<file path="config.mk">
export PLATFORM = sky130hd
export DESIGN_NAME = partition_gap_fit_selector_flat
export DESIGN_NICKNAME = d
export VERILOG_FILES = /design/src/pgfs_pkg.sv /design/src/pgfs_chan_if.sv /design/src/pgfs_select.sv /design/src/partition_gap_fit_selector.sv /design/src/flat_wrapper.sv
export SDC_FILE = /design/constraint.sdc
export NUM_CORES = 2
export LEC_CHECK = 0
export BUFFER_PORTS_ARGS = -buffer_cell sky130_fd_sc_hd__buf_4
export CORE_ASPECT_RATIO = 0.8
export CORE_UTILIZATION = 60
export CTS_BUF_LIST = sky130_fd_sc_hd__clkbuf_4
export CTS_CLUSTER_DIAMETER = 60
export CTS_CLUSTER_SIZE = 12
export DETAILED_ROUTE_END_ITERATION = 16
export PLACE_DENSITY_LB_ADDON = 0.05
export REMOVE_ABC_BUFFERS = 1
export SETUP_SLACK_MARGIN = 0.4
export SLEW_MARGIN = 30
export SYNTH_ARGS = -nofsm -noshare
export SYNTH_HDL_FRONTEND = slang
export SYNTH_SLANG_ARGS = --single-unit
</file>
<file path="constraint.sdc">
create_clock -name clock -period 20.8 [get_ports clock]
set_input_delay 4.16 -clock clock [delete_from_list [all_inputs] [get_ports clock]]
set_output_delay 4.16 -clock clock [all_outputs]
set_load 0.02 [all_outputs]
</file>
<file path="src/pgfs_pkg.sv">
`timescale 1ns / 1ps
// Shared types, constants and the gap merge rule for the partition gap fit selector.
// No dependencies; the other files but pgfs_chan_if refer to this package by scoped names.
package pgfs_pkg;

   localparam int INPUT_SLOTS = 4;   // slots that arrive with each request
   localparam int LEAF_COUNT  = 8;   // leaves of the selection tree (three levels)
   localparam int SIZE_W      = 31;  // byte counts and offsets on the request side
   localparam int START_W     = 32;  // gap start, slot start plus size
   localparam int DIFF_W      = 34;  // signed gap length
   localparam int HEADER_W    = 16;
   localparam int CSR_INDEX_W = 2;

   typedef enum logic [1:0] {
      FIT_FIRST = 2'd0,
      FIT_BEST  = 2'd1,
      FIT_WORST = 2'd2,
      FIT_NONE  = 2'd3
   } fit_mode_type;

   typedef enum logic [CSR_INDEX_W-1:0] {
      CSR_HEADER_SIZE = 2'd0,
      CSR_DISK_SIZE   = 2'd1
   } csr_index_type;

   typedef struct packed {
      logic               fit;
      logic [SIZE_W-1:0]  len;
      logic [START_W-1:0] start;
   } gap_type;

   typedef struct packed {
      logic               found;
      logic [START_W-1:0] gap_start;
   } result_type;

   typedef struct packed {
      logic                         valid;
      fit_mode_type                 mode;
      gap_type [LEAF_COUNT-1:0]     leaf;
   } select_in_type;

   typedef struct packed {
      logic       valid;
      result_type result;
   } select_out_type;

   // Merge two candidates; the early one wins ties.
   function automatic gap_type fit_merge(fit_mode_type mode, gap_type early, gap_type late);
      gap_type pick;
      pick = early;
      if (!early.fit) begin
         pick = late;
      end else if (late.fit) begin
         case (mode)
            FIT_BEST: begin
               if (late.len < early.len) pick = late;
            end
            FIT_WORST: begin
               if (late.len > early.len) pick = late;
            end
            default: begin
               pick = early;
            end
         endcase
      end
      return pick;
   endfunction

endpackage

</file>
<file path="src/pgfs_chan_if.sv">
`timescale 1ns / 1ps
// Request and response channel interfaces of the partition gap fit selector.
// Depends on nothing; widths match the fields in pgfs_pkg.
interface pgfs_req_if;
   logic        valid;
   logic        ready;
   logic [1:0]  cmd;
   logic [30:0] request_size;
   logic [30:0] slot0_start;
   logic [30:0] slot0_size;
   logic [30:0] slot1_start;
   logic [30:0] slot1_size;
   logic [30:0] slot2_start;
   logic [30:0] slot2_size;
   logic [30:0] slot3_start;
   logic [30:0] slot3_size;

   modport source (
      output valid, cmd, request_size,
      output slot0_start, slot0_size, slot1_start, slot1_size,
      output slot2_start, slot2_size, slot3_start, slot3_size,
      input  ready
   );
   modport sink (
      input  valid, cmd, request_size,
      input  slot0_start, slot0_size, slot1_start, slot1_size,
      input  slot2_start, slot2_size, slot3_start, slot3_size,
      output ready
   );
endinterface

interface pgfs_rsp_if;
   logic        valid;
   logic        ready;
   logic        found;
   logic [31:0] gap_start;

   modport source (output valid, found, gap_start, input ready);
   modport sink (input valid, found, gap_start, output ready);
endinterface

</file>
<file path="src/pgfs_select.sv">
`timescale 1ns / 1ps
// Three-level registered selection tree that picks one gap out of the candidates.
// Depends on pgfs_pkg (gap_type, fit_merge, select structs).
module pgfs_select (
   input  logic                     clock,
   input  logic                     reset,
   input  pgfs_pkg::select_in_type  sel_in,
   output logic                     sel_in_ready,
   output pgfs_pkg::select_out_type sel_out,
   input  logic                     sel_out_ready
);

   localparam int L1_COUNT = pgfs_pkg::LEAF_COUNT / 2;
   localparam int L2_COUNT = L1_COUNT / 2;

   logic v1_ff, v2_ff, v3_ff;
   logic en1, en2, en3;
   pgfs_pkg::fit_mode_type mode1_ff, mode2_ff;
   pgfs_pkg::gap_type [L1_COUNT-1:0] lvl1_ff, lvl1_in;
   pgfs_pkg::gap_type [L2_COUNT-1:0] lvl2_ff, lvl2_in;
   pgfs_pkg::gap_type                root_ff, root_in;

   // Advance a level when the next one is empty or moving too.
   assign en3          = !v3_ff || sel_out_ready;
   assign en2          = !v2_ff || en3;
   assign en1          = !v1_ff || en2;
   assign sel_in_ready = en1;

   always_comb begin
      for (int i = 0; i < L1_COUNT; i++) begin
         lvl1_in[i] = pgfs_pkg::fit_merge(sel_in.mode, sel_in.leaf[2*i], sel_in.leaf[2*i+1]);
      end
      for (int i = 0; i < L2_COUNT; i++) begin
         lvl2_in[i] = pgfs_pkg::fit_merge(mode1_ff, lvl1_ff[2*i], lvl1_ff[2*i+1]);
      end
      root_in = pgfs_pkg::fit_merge(mode2_ff, lvl2_ff[0], lvl2_ff[L2_COUNT-1]);
   end

   always_ff @(posedge clock) begin
      if (reset) begin
         v1_ff <= 1'b0;
         v2_ff <= 1'b0;
         v3_ff <= 1'b0;
      end else begin
         if (en1) v1_ff <= sel_in.valid;
         if (en2) v2_ff <= v1_ff;
         if (en3) v3_ff <= v2_ff;
      end
   end

   always_ff @(posedge clock) begin
      if (en1) begin
         lvl1_ff  <= lvl1_in;
         mode1_ff <= sel_in.mode;
      end
      if (en2) begin
         lvl2_ff  <= lvl2_in;
         mode2_ff <= mode1_ff;
      end
      if (en3) begin
         root_ff <= root_in;
      end
   end

   assign sel_out.valid            = v3_ff;
   assign sel_out.result.found     = root_ff.fit;
   assign sel_out.result.gap_start = root_ff.fit ? root_ff.start : '0;

endmodule

</file>
<file path="src/partition_gap_fit_selector.sv">
`timescale 1ns / 1ps
// Top level of the partition gap fit selector: config registers, gap pipeline, tree.
// Depends on pgfs_pkg, pgfs_chan_if (pgfs_req_if, pgfs_rsp_if) and pgfs_select.

// The block takes one request per clock while the response side does not stall and
// returns one response per request, in order. A request passes through six register
// stages: slot end sums, the cursor chain with gap lengths, the fit test against the
// requested size, and three levels of the selection tree. Each stage holds under
// back-pressure and takes a new request as soon as its successor frees up, so bubbles
// collapse and nothing is dropped. header_size (index 0, reset 256) and disk_size
// (index 1, reset 0) are to be written by the user through the csr port only while no
// request is in flight; the block does not enforce this. Writes to other indexes are
// ignored. Slots past SLOT_COUNT, or past the four that arrive, are treated as
// unused. A cmd value of 3 yields found 0 and gap_start 0.
module partition_gap_fit_selector #(
   parameter int SLOT_COUNT = 4
) (
   input  logic              clock,
   input  logic              reset,
   pgfs_req_if.sink          req_chan,
   pgfs_rsp_if.source        rsp_chan,
   input  logic              csr_we,
   input  logic [1:0]        csr_index,
   input  logic [30:0]       csr_wdata
);

   localparam int ACTIVE_SLOTS = (SLOT_COUNT < pgfs_pkg::INPUT_SLOTS) ?
                                 SLOT_COUNT : pgfs_pkg::INPUT_SLOTS;
   localparam int GAP_COUNT    = ACTIVE_SLOTS + 1;

   // ---------------------------------------------------------------- registers
   logic [pgfs_pkg::HEADER_W-1:0] header_size_ff;
   logic [pgfs_pkg::SIZE_W-1:0]   disk_size_ff;

   always_ff @(posedge clock) begin
      if (reset) begin
         header_size_ff <= 16'd256;
         disk_size_ff   <= '0;
      end else if (csr_we) begin
         unique case (csr_index)
            pgfs_pkg::CSR_HEADER_SIZE: header_size_ff <= csr_wdata[pgfs_pkg::HEADER_W-1:0];
            pgfs_pkg::CSR_DISK_SIZE:   disk_size_ff   <= csr_wdata;
            default: begin
               // drop writes past the register list
            end
         endcase
      end
   end

   // ---------------------------------------------------------------- request fields
   logic [pgfs_pkg::INPUT_SLOTS-1:0][pgfs_pkg::SIZE_W-1:0] in_start, in_size;

   assign in_start[0] = req_chan.slot0_start;
   assign in_start[1] = req_chan.slot1_start;
   assign in_start[2] = req_chan.slot2_start;
   assign in_start[3] = req_chan.slot3_start;
   assign in_size[0]  = req_chan.slot0_size;
   assign in_size[1]  = req_chan.slot1_size;
   assign in_size[2]  = req_chan.slot2_size;
   assign in_size[3]  = req_chan.slot3_size;

   // ---------------------------------------------------------------- stall control
   logic en1, en2, en3;
   logic s1_valid_ff, s2_valid_ff, s3_valid_ff;
   logic sel_in_ready;

   // Advance a stage when the next one is empty or moving too.
   assign en3            = !s3_valid_ff || sel_in_ready;
   assign en2            = !s2_valid_ff || en3;
   assign en1            = !s1_valid_ff || en2;
   assign req_chan.ready = en1;

   always_ff @(posedge clock) begin
      if (reset) begin
         s1_valid_ff <= 1'b0;
         s2_valid_ff <= 1'b0;
         s3_valid_ff <= 1'b0;
      end else begin
         if (en1) s1_valid_ff <= req_chan.valid;
         if (en2) s2_valid_ff <= s1_valid_ff;
         if (en3) s3_valid_ff <= s2_valid_ff;
      end
   end

   // ---------------------------------------------------------------- stage 1
   // Form each slot's end (start plus size) and flag slots in use.
   pgfs_pkg::fit_mode_type                             s1_mode_ff;
   logic [pgfs_pkg::SIZE_W-1:0]                        s1_req_ff;
   logic [ACTIVE_SLOTS-1:0][pgfs_pkg::SIZE_W-1:0]      s1_start_ff;
   logic [ACTIVE_SLOTS-1:0][pgfs_pkg::START_W-1:0]     s1_end_ff;
   logic [ACTIVE_SLOTS-1:0]                            s1_used_ff;

   always_ff @(posedge clock) begin
      if (en1) begin
         s1_mode_ff <= pgfs_pkg::fit_mode_type'(req_chan.cmd);
         s1_req_ff  <= req_chan.request_size;
         for (int i = 0; i < ACTIVE_SLOTS; i++) begin
            s1_start_ff[i] <= in_start[i];
            s1_end_ff[i]   <= {1'b0, in_start[i]} + {1'b0, in_size[i]};
            s1_used_ff[i]  <= (in_start[i] != '0);
         end
      end
   end

   // ---------------------------------------------------------------- stage 2
   // Walk the cursor across the slots and take each gap's signed length.
   pgfs_pkg::fit_mode_type                         s2_mode_ff;
   logic [pgfs_pkg::SIZE_W-1:0]                    s2_req_ff;
   logic [GAP_COUNT-1:0][pgfs_pkg::START_W-1:0]    s2_begin_ff, s2_begin_in;
   logic [GAP_COUNT-1:0][pgfs_pkg::DIFF_W-1:0]     s2_diff_ff, s2_diff_in;

   always_comb begin
      logic [pgfs_pkg::START_W-1:0] cursor;
      cursor = {{(pgfs_pkg::START_W - pgfs_pkg::HEADER_W){1'b0}}, header_size_ff};
      for (int i = 0; i < ACTIVE_SLOTS; i++) begin
         s2_begin_in[i] = cursor;
         s2_diff_in[i]  = {3'b000, s1_start_ff[i]} - {2'b00, cursor};
         if (s1_used_ff[i]) cursor = s1_end_ff[i];
      end
      // last gap runs up to the end of the disk
      s2_begin_in[GAP_COUNT-1] = cursor;
      s2_diff_in[GAP_COUNT-1]  = {3'b000, disk_size_ff} - {2'b00, cursor};
   end

   always_ff @(posedge clock) begin
      if (en2) begin
         s2_mode_ff  <= s1_mode_ff;
         s2_req_ff   <= s1_req_ff;
         s2_begin_ff <= s2_begin_in;
         s2_diff_ff  <= s2_diff_in;
      end
   end

   // ---------------------------------------------------------------- stage 3
   // Test each gap: valid mode, positive and no shorter than the request. Pad the tree leaves.
   pgfs_pkg::fit_mode_type                             s3_mode_ff;
   pgfs_pkg::gap_type [pgfs_pkg::LEAF_COUNT-1:0]       s3_leaf_ff, s3_leaf_in;
   logic                                               s3_fit_any;

   always_comb begin
      s3_leaf_in = '0;
      for (int i = 0; i < GAP_COUNT; i++) begin
         s3_leaf_in[i].fit   = (s2_mode_ff != pgfs_pkg::FIT_NONE)
                             && !s2_diff_ff[i][pgfs_pkg::DIFF_W-1]
                             && (s2_diff_ff[i] != '0)
                             && (s2_diff_ff[i][pgfs_pkg::SIZE_W-1:0] >= s2_req_ff);
         s3_leaf_in[i].len   = s2_diff_ff[i][pgfs_pkg::SIZE_W-1:0];
         s3_leaf_in[i].start = s2_begin_ff[i];
      end
   end

   always_ff @(posedge clock) begin
      if (en3) begin
         s3_mode_ff <= s2_mode_ff;
         s3_leaf_ff <= s3_leaf_in;
      end
   end

   always_comb begin
      s3_fit_any = 1'b0;
      for (int i = 0; i < pgfs_pkg::LEAF_COUNT; i++) begin
         s3_fit_any = s3_fit_any | s3_leaf_ff[i].fit;
      end
   end

   // ---------------------------------------------------------------- stages 4 to 6
   pgfs_pkg::select_in_type  sel_in;
   pgfs_pkg::select_out_type sel_out;

   assign sel_in.valid = s3_valid_ff;
   assign sel_in.mode  = s3_mode_ff;
   assign sel_in.leaf  = s3_leaf_ff;

   pgfs_select u_select (
      .clock         (clock),
      .reset         (reset),
      .sel_in        (sel_in),
      .sel_in_ready  (sel_in_ready),
      .sel_out       (sel_out),
      .sel_out_ready (rsp_chan.ready)
   );

   assign rsp_chan.valid     = sel_out.valid;
   assign rsp_chan.found     = sel_out.result.found;
   assign rsp_chan.gap_start = sel_out.result.gap_start;

   // ---------------------------------------------------------------- assertions
   a_accept_enters: assert property (@(posedge clock) disable iff (reset)
      (req_chan.valid && req_chan.ready) |=> s1_valid_ff)
      else $error("accepted request did not enter stage 1");

   a_stage2_holds: assert property (@(posedge clock) disable iff (reset)
      (s2_valid_ff && !en2) |=> (s2_valid_ff && $stable(s2_begin_ff) && $stable(s2_diff_ff)))
      else $error("stalled stage 2 lost or changed its request");

   a_none_mode: assert property (@(posedge clock) disable iff (reset)
      (s3_valid_ff && (s3_mode_ff == pgfs_pkg::FIT_NONE)) |-> !s3_fit_any)
      else $error("gap marked as fitting under an invalid mode");

endmodule

</file>
<file path="src/flat_wrapper.sv">
// flat-port wrapper written by rule: the top's interface ports become plain ports
module partition_gap_fit_selector_flat 
#(
   parameter int SLOT_COUNT = 4
)
  (clock, reset, csr_we, csr_index, csr_wdata, req_chan_valid, req_chan_cmd, req_chan_request_size, req_chan_slot0_start, req_chan_slot0_size, req_chan_slot1_start, req_chan_slot1_size, req_chan_slot2_start, req_chan_slot2_size, req_chan_slot3_start, req_chan_slot3_size, req_chan_ready, rsp_chan_valid, rsp_chan_found, rsp_chan_gap_start, rsp_chan_ready);
  pgfs_req_if req_chan_i ();
  pgfs_rsp_if rsp_chan_i ();
  input  logic clock;
  input  logic reset;
  input  logic csr_we;
  input  logic [1:0] csr_index;
  input  logic [30:0] csr_wdata;
  input wire logic [$bits(req_chan_i.valid)-1:0] req_chan_valid;
  input wire logic [$bits(req_chan_i.cmd)-1:0] req_chan_cmd;
  input wire logic [$bits(req_chan_i.request_size)-1:0] req_chan_request_size;
  input wire logic [$bits(req_chan_i.slot0_start)-1:0] req_chan_slot0_start;
  input wire logic [$bits(req_chan_i.slot0_size)-1:0] req_chan_slot0_size;
  input wire logic [$bits(req_chan_i.slot1_start)-1:0] req_chan_slot1_start;
  input wire logic [$bits(req_chan_i.slot1_size)-1:0] req_chan_slot1_size;
  input wire logic [$bits(req_chan_i.slot2_start)-1:0] req_chan_slot2_start;
  input wire logic [$bits(req_chan_i.slot2_size)-1:0] req_chan_slot2_size;
  input wire logic [$bits(req_chan_i.slot3_start)-1:0] req_chan_slot3_start;
  input wire logic [$bits(req_chan_i.slot3_size)-1:0] req_chan_slot3_size;
  output wire logic [$bits(req_chan_i.ready)-1:0] req_chan_ready;
  output wire logic [$bits(rsp_chan_i.valid)-1:0] rsp_chan_valid;
  output wire logic [$bits(rsp_chan_i.found)-1:0] rsp_chan_found;
  output wire logic [$bits(rsp_chan_i.gap_start)-1:0] rsp_chan_gap_start;
  input wire logic [$bits(rsp_chan_i.ready)-1:0] rsp_chan_ready;
  assign req_chan_i.valid = req_chan_valid;
  assign req_chan_i.cmd = req_chan_cmd;
  assign req_chan_i.request_size = req_chan_request_size;
  assign req_chan_i.slot0_start = req_chan_slot0_start;
  assign req_chan_i.slot0_size = req_chan_slot0_size;
  assign req_chan_i.slot1_start = req_chan_slot1_start;
  assign req_chan_i.slot1_size = req_chan_slot1_size;
  assign req_chan_i.slot2_start = req_chan_slot2_start;
  assign req_chan_i.slot2_size = req_chan_slot2_size;
  assign req_chan_i.slot3_start = req_chan_slot3_start;
  assign req_chan_i.slot3_size = req_chan_slot3_size;
  assign req_chan_ready = req_chan_i.ready;
  assign rsp_chan_valid = rsp_chan_i.valid;
  assign rsp_chan_found = rsp_chan_i.found;
  assign rsp_chan_gap_start = rsp_chan_i.gap_start;
  assign rsp_chan_i.ready = rsp_chan_ready;
  partition_gap_fit_selector #(.SLOT_COUNT(SLOT_COUNT)) u_core (.clock(clock), .reset(reset), .req_chan(req_chan_i), .rsp_chan(rsp_chan_i), .csr_we(csr_we), .csr_index(csr_index), .csr_wdata(csr_wdata));
endmodule
</file>
; Word level (Yosys, flattened, before mapping)
; Cells that the tools add are included.
[classes]
addsub = 9
n_mul = 0
div = 0
magnitude_cmp = 13
eq_ne = 8
n_shift = 0
n_mux = 25
bitwise = 0
reduce_logical = 44
[ops]
columns = op, n
row1 = $mux W64, 8
row2 = $pmux W64 S2, 4
row3 = $mux W63, 8
row4 = $reduce_bool A34 Y1, 5
row5 = $mux W32, 5
row6 = $ge A31 B31 Y1, 5
row7 = $sub A31 B32 Y33, 4
row8 = $add A31 B31 Y32, 4
row9 = $gt A31 B31 Y1, 4
row10 = $lt A31 B31 Y1, 4
row11 = $reduce_bool A31 Y1, 4
row12 = $sub A31 B16 Y32, 1
row13 = $logic_and A1 B1 Y1, 15
row14 = $logic_not A1 Y1, 11
row15 = $eq A2 B1 Y1 const B, 4
row16 = $eq A2 B2 Y1 const B, 3
row17 = $logic_or A1 B1 Y1, 6
row18 = $reduce_and A2 Y1, 2
row19 = $logic_not A2 Y1, 1
row20 = $ne A2 B2 Y1 const B, 1
[word_totals]
regBits = 1352
latch_bits = 0
ramBits = 0
romBits = 0
input_bits = 319
out_inout_bits = 35
wordCells = 165
mem_count = 0

; Longest topological paths before layout
[logic_depth]
depth_word = 7
ltp_mapped = 19
mapped_depth_nobuf = 17

; Modules after synthesis
; A second synthesis with hierarchy kept.
[hier_totals]
hier_cells = 8248
area_unflattened_um2 = 85918.7
[by_module_without_submodules]
columns = module, n_inst, cells_each, area_per_inst_um2, seq_area_each_um2
row1 = partition_gap_fit_selector, 1, 3780, 48073.6, 29107.9
row2 = pgfs_select, 1, 4468, 37845.0, 12702.2

; Worst setup path after synthesis
; OpenSTA, ideal clock, no wires.
[synth_timing]
path_type = input port to output port
from = input port rsp_chan_ready
to = output port req_chan_ready
arrival_ns = 12.752
required_ns = 16.640
slack_ns = 3.888
path_stages = 4
n_path_buf = 1
cell_sequence = nor2b_1 > and3_1 > clkbuf_1 > nand4_1
[synth_between]
elab_chain_len = 6
[synth_lines]
columns = item, line_no
row1 = "start, declared", flat_wrapper.sv:29  ; input wire logic [$bits(rsp_chan_i.ready)-1:0] rsp_chan_ready;
row2 = $logic_or A1 B1 Y1, pgfs_select.sv:24  ; assign en3 = !v3_ff || sel_out_ready;
row3 = $logic_or A1 B1 Y1, pgfs_select.sv:25  ; assign en2 = !v2_ff || en3;
row4 = $logic_or A1 B1 Y1, pgfs_select.sv:26  ; assign en1 = !v1_ff || en2;
row5 = $logic_or A1 B1 Y1, partition_gap_fit_selector.sv:68  ; assign en3 = !s3_valid_ff || sel_in_ready;
row6 = $logic_or A1 B1 Y1, partition_gap_fit_selector.sv:69  ; assign en2 = !s2_valid_ff || en3;
row7 = $logic_or A1 B1 Y1, partition_gap_fit_selector.sv:70  ; assign en1 = !s1_valid_ff || en2;
row8 = "end, declared", flat_wrapper.sv:25  ; output wire logic [$bits(req_chan_i.ready)-1:0] req_chan_ready;
; No other way between the ends.

; Worst setup path in the final report
; Same ends and word-level chain as after synthesis.

==> impl_metrics.env <==
export IMPL_outcome="completed"
export IMPL_critical_path_required_ps=16640
export IMPL_num_vias=48100
export IMPL_crit_chain="buf_4 -> nor2b_1 -> and3_1 -> nand4_1 -> buf_4 -> buf_4"
export IMPL_fmax_ghz=0.0976
export IMPL_worstSetupStartpointType="input pin"
export IMPL_die_w_um=382
export IMPL_synthTopCellsByArea="edfxtp_1 (56%), ha_1 (9.9%), inv_1 (2.4%), a21o_1 (2.3%), a21oi_1 (2.2%)"
export IMPL_cts_setup_buffers=0
export IMPL_synth_area_leader_cell="edfxtp_1"
export IMPL_cts_sinks=1346
export IMPL_pre_cts_ws_ps=10770
export IMPL_cpLargestDelayFamily="simple AND/OR/NAND/NOR gates"
export IMPL_grt_ovfl_total=0
export IMPL_synth_async_reset_ratio=0
export IMPL_wl_met2_mm=86.0
export IMPL_die_area_um2=117000
export IMPL_cp_slowest_cell="and3_1"
export IMPL_io_buffers=353
export IMPL_endpoint_kind="output port"
export IMPL_h_tree_depth=4
export IMPL_path_buf_inv=3
export IMPL_tightest_slew_ps=953
export IMPL_synth_seq_cells=1346
export IMPL_clock_latency_ps=1200
export IMPL_final_cell_mix="edfxtp_1 (1293), ha_1 (548), inv_1 (447)"
export IMPL_ys_seq_area_frac=0.575
export IMPL_num_rows=111
export IMPL_final_layout_size_suffix_gt1_frac=0.123
export IMPL_drtAntennaViolNets=0
export IMPL_path_class="input pin to output port"
export IMPL_slowest_delay_ps=580
export IMPL_cp_data_arrival_time_ps=6080
export IMPL_core_area_um2=115000
export IMPL_finalCritPeriodShare=0.492
export IMPL_holdBufCountCts=0
export IMPL_powerDensity_nw_per_um2=110
export IMPL_grt_pass1_wl_mm=291
export IMPL_synthCells=5575
export IMPL_pin_count=354
export IMPL_drt_total_wl_mm=204
export IMPL_synth_edf_count=1293
export IMPL_route_met3_wl_mm=22.0
export IMPL_vdd_drop_max_uv=93.2
export IMPL_finClkSkew_ps=61.3
export IMPL_die_h_um=306
export IMPL_synth_avg_cell_area_um2=12.4
export IMPL_grt_pass1_vias=44500
export IMPL_fin_crit_ps=10240
export IMPL_synthFlopType="edfxtp_1"
export IMPL_cp_max_fo=33
export IMPL_fin_ws_ps=10560
export IMPL_hold_class="flop to flop"
export IMPL_cts_root_buf="clkbuf_4"
export IMPL_gp_congestion=0.992
export IMPL_clk_pin_slew_ps=130
export IMPL_final_common_cell="edfxtp_1"
export IMPL_clockBufferDepth=3
export IMPL_hold_viol=0
export IMPL_p_leak_nw=32.8
export IMPL_drc_errors=0
export IMPL_slew_headroom=0.347
export IMPL_firstDrtPassIters=6
export IMPL_initial_utilization=0.605
export IMPL_vias_per_cell=6.34
export IMPL_tns_ps=0
export IMPL_cts_tree="yes"
export IMPL_grt_max_degree=169
export IMPL_antenna_found_initial=21
export IMPL_maxCapViolations=0
export IMPL_setup_viol=0
export IMPL_dp_hpwl_mm=155
export IMPL_highest_layer="met5"
export IMPL_ctsResizeCount=0
export IMPL_first_iter_violations=5707
export IMPL_finalMaxSlewViolations=0
export IMPL_netlist_area_leader_share=0.560
export IMPL_wl_per_cell_um=26.8
export IMPL_area_delta_synth_final_pct=9.47
export IMPL_yosysWarnings=0
export IMPL_ys_types=85
export IMPL_nets=6869
export IMPL_drt_met1_wl_mm=86.5
export IMPL_rsz0062_at_grt="false"
export IMPL_cpMostUsedCell="buf_4"
export IMPL_synth_area_um2=69400
export IMPL_track_usage=0.345
export IMPL_numCtsBuffers=134
==> worst paths after layout <==
check                                            from                endpoint  slack [ps]  cells after the start
worst min-delay path            u_core.s2_begin_ff[9]    u_core.s3_leaf_ff[9]         380                      0
worst min register to register  u_core.s2_begin_ff[9]    u_core.s3_leaf_ff[9]         380                      0
worst max register to register   u_core.s1_used_ff[1]  u_core.s2_diff_ff[154]       14840                     17
worst max-delay path                   rsp_chan_ready          req_chan_ready       10560                      6
==> kinds of logic (layout without fill, tap and decap cells) <==
logic type,after synthesis,count (layout),share of synthesized area
xor+xnor,225,225,0.0284
compound gates,1402,1402,0.139
fa+ha+maj,558,558,0.102
simple gates,1217,1217,0.0900
mux,212,212,0.0318
flops,1346,1346,0.575
other cells,0,13,0
buf+inv,615,1102,0.0341
==> report_power, final <==
| part | internal [mW] | switching [mW] | leakage [nW] |
|---|---|---|---|
| combinational | 1.10 | 1.54 | 17.3 |
| clock | 0.506 | 0.868 | 0.997 |
| sequential | 3.77 | 0.531 | 14.4 |
| total | 5.38 | 2.94 | 32.8 |
==> cells in the mapped netlist, types with 9 or more instances <==
master       n
and3_1      25
nand2_1    280
a221oi_1   102
a211oi_1    23
a31oi_1     35
o21ai_1     79
o211ai_1    15
and4_1      18
o21bai_1    35
and2_1     191
inv_1      448
or4_1       13
nor2_1     244
dfxtp_1     53
o221ai_1    37
o22a_1      33
nand3b_1     9
o22ai_1     65
ha_1       549
or2_2       11
edfxtp_1  1293
xor2_1      62
a21boi_1    10
nand4_1     71
fa_1         9
a22o_1      83
o221a_2     32
nor3_1      37
nor4_1      80
buf_2       24
o21a_1      73
xnor2_1    163
mux2_1      62
a21oi_1    303
buf_1       10
a21o_1     211
or3_1       12
nor2b_1     69
nand3_1     95
o21ai_0    169
o31ai_1      9
mux2i_1    144
nand2b_1    47
clkbuf_1   127
==> worst reg2reg max path: cells and delay by family (launching register included) <==
kind                     cells  cell delay [ps]
buffers and inverters        3              860
adder cells (fa/ha/maj)      1              500
flip-flops                   1              910
multiplexers                 2             1210
AO/OA/AOI/OAI                8             1580
AND/OR/NAND/NOR              2              240
XOR/XNOR                     1              400
==> cell type report <==
cell class              count  area, um^2
repair buffers            447        3430
clock inverters            24         347
inverters                 449        1690
diodes                     13        32.5
clock buffers             182        1370
fillers                  8625       38600
well taps                1525        1910
flip-flops and latches   1346       39900
multi-input cells        3614       27300
==> state kept, by name, indices dropped and copies added, names as in the netlist, 2 cells and up <==
register,flops
u_core.s1_start_ff,124
u_core.s1_used_ff,4
u_core.s2_req_ff,31
u_core.u_select.root_ff,32
u_core.u_select.mode2_ff,2
u_core.s3_mode_ff,2
u_core.u_select.mode1_ff,2
u_core.s3_leaf_ff,304
u_core.header_size_ff,16
u_core.u_select.lvl2_ff,128
u_core.s1_end_ff,128
u_core.s2_diff_ff,164
u_core.u_select.lvl1_ff,192
u_core.s2_begin_ff,144
u_core.s1_mode_ff,2
u_core.disk_size_ff,31
u_core.s2_mode_ff,2
u_core.s1_req_ff,31
==> per-stage QoR <==
step	power [mW]	utilization	hold WS, ps	std cells	cell area (um^2)
3_5_place_dp	6.92	0.647	405	7379	74100
4_1_cts	8.27	0.662	360	7585	75800
3_3_place_gp	6.82	0.646	400	7378	74000
5_1_grt	8.70	0.663	356	7592	75900
2_1_floorplan	5.81	-	400	5409	68700
6_report	8.32	0.663	382	7600	75900
==> metal layers <==
metal  track usage  up-vias
met5             0        -
met4         0.156        4
met3        0.0748      361
met2         0.490     2400
met1         0.507    23400
li1              -    22000
Power figures use the tool's default switching activity.
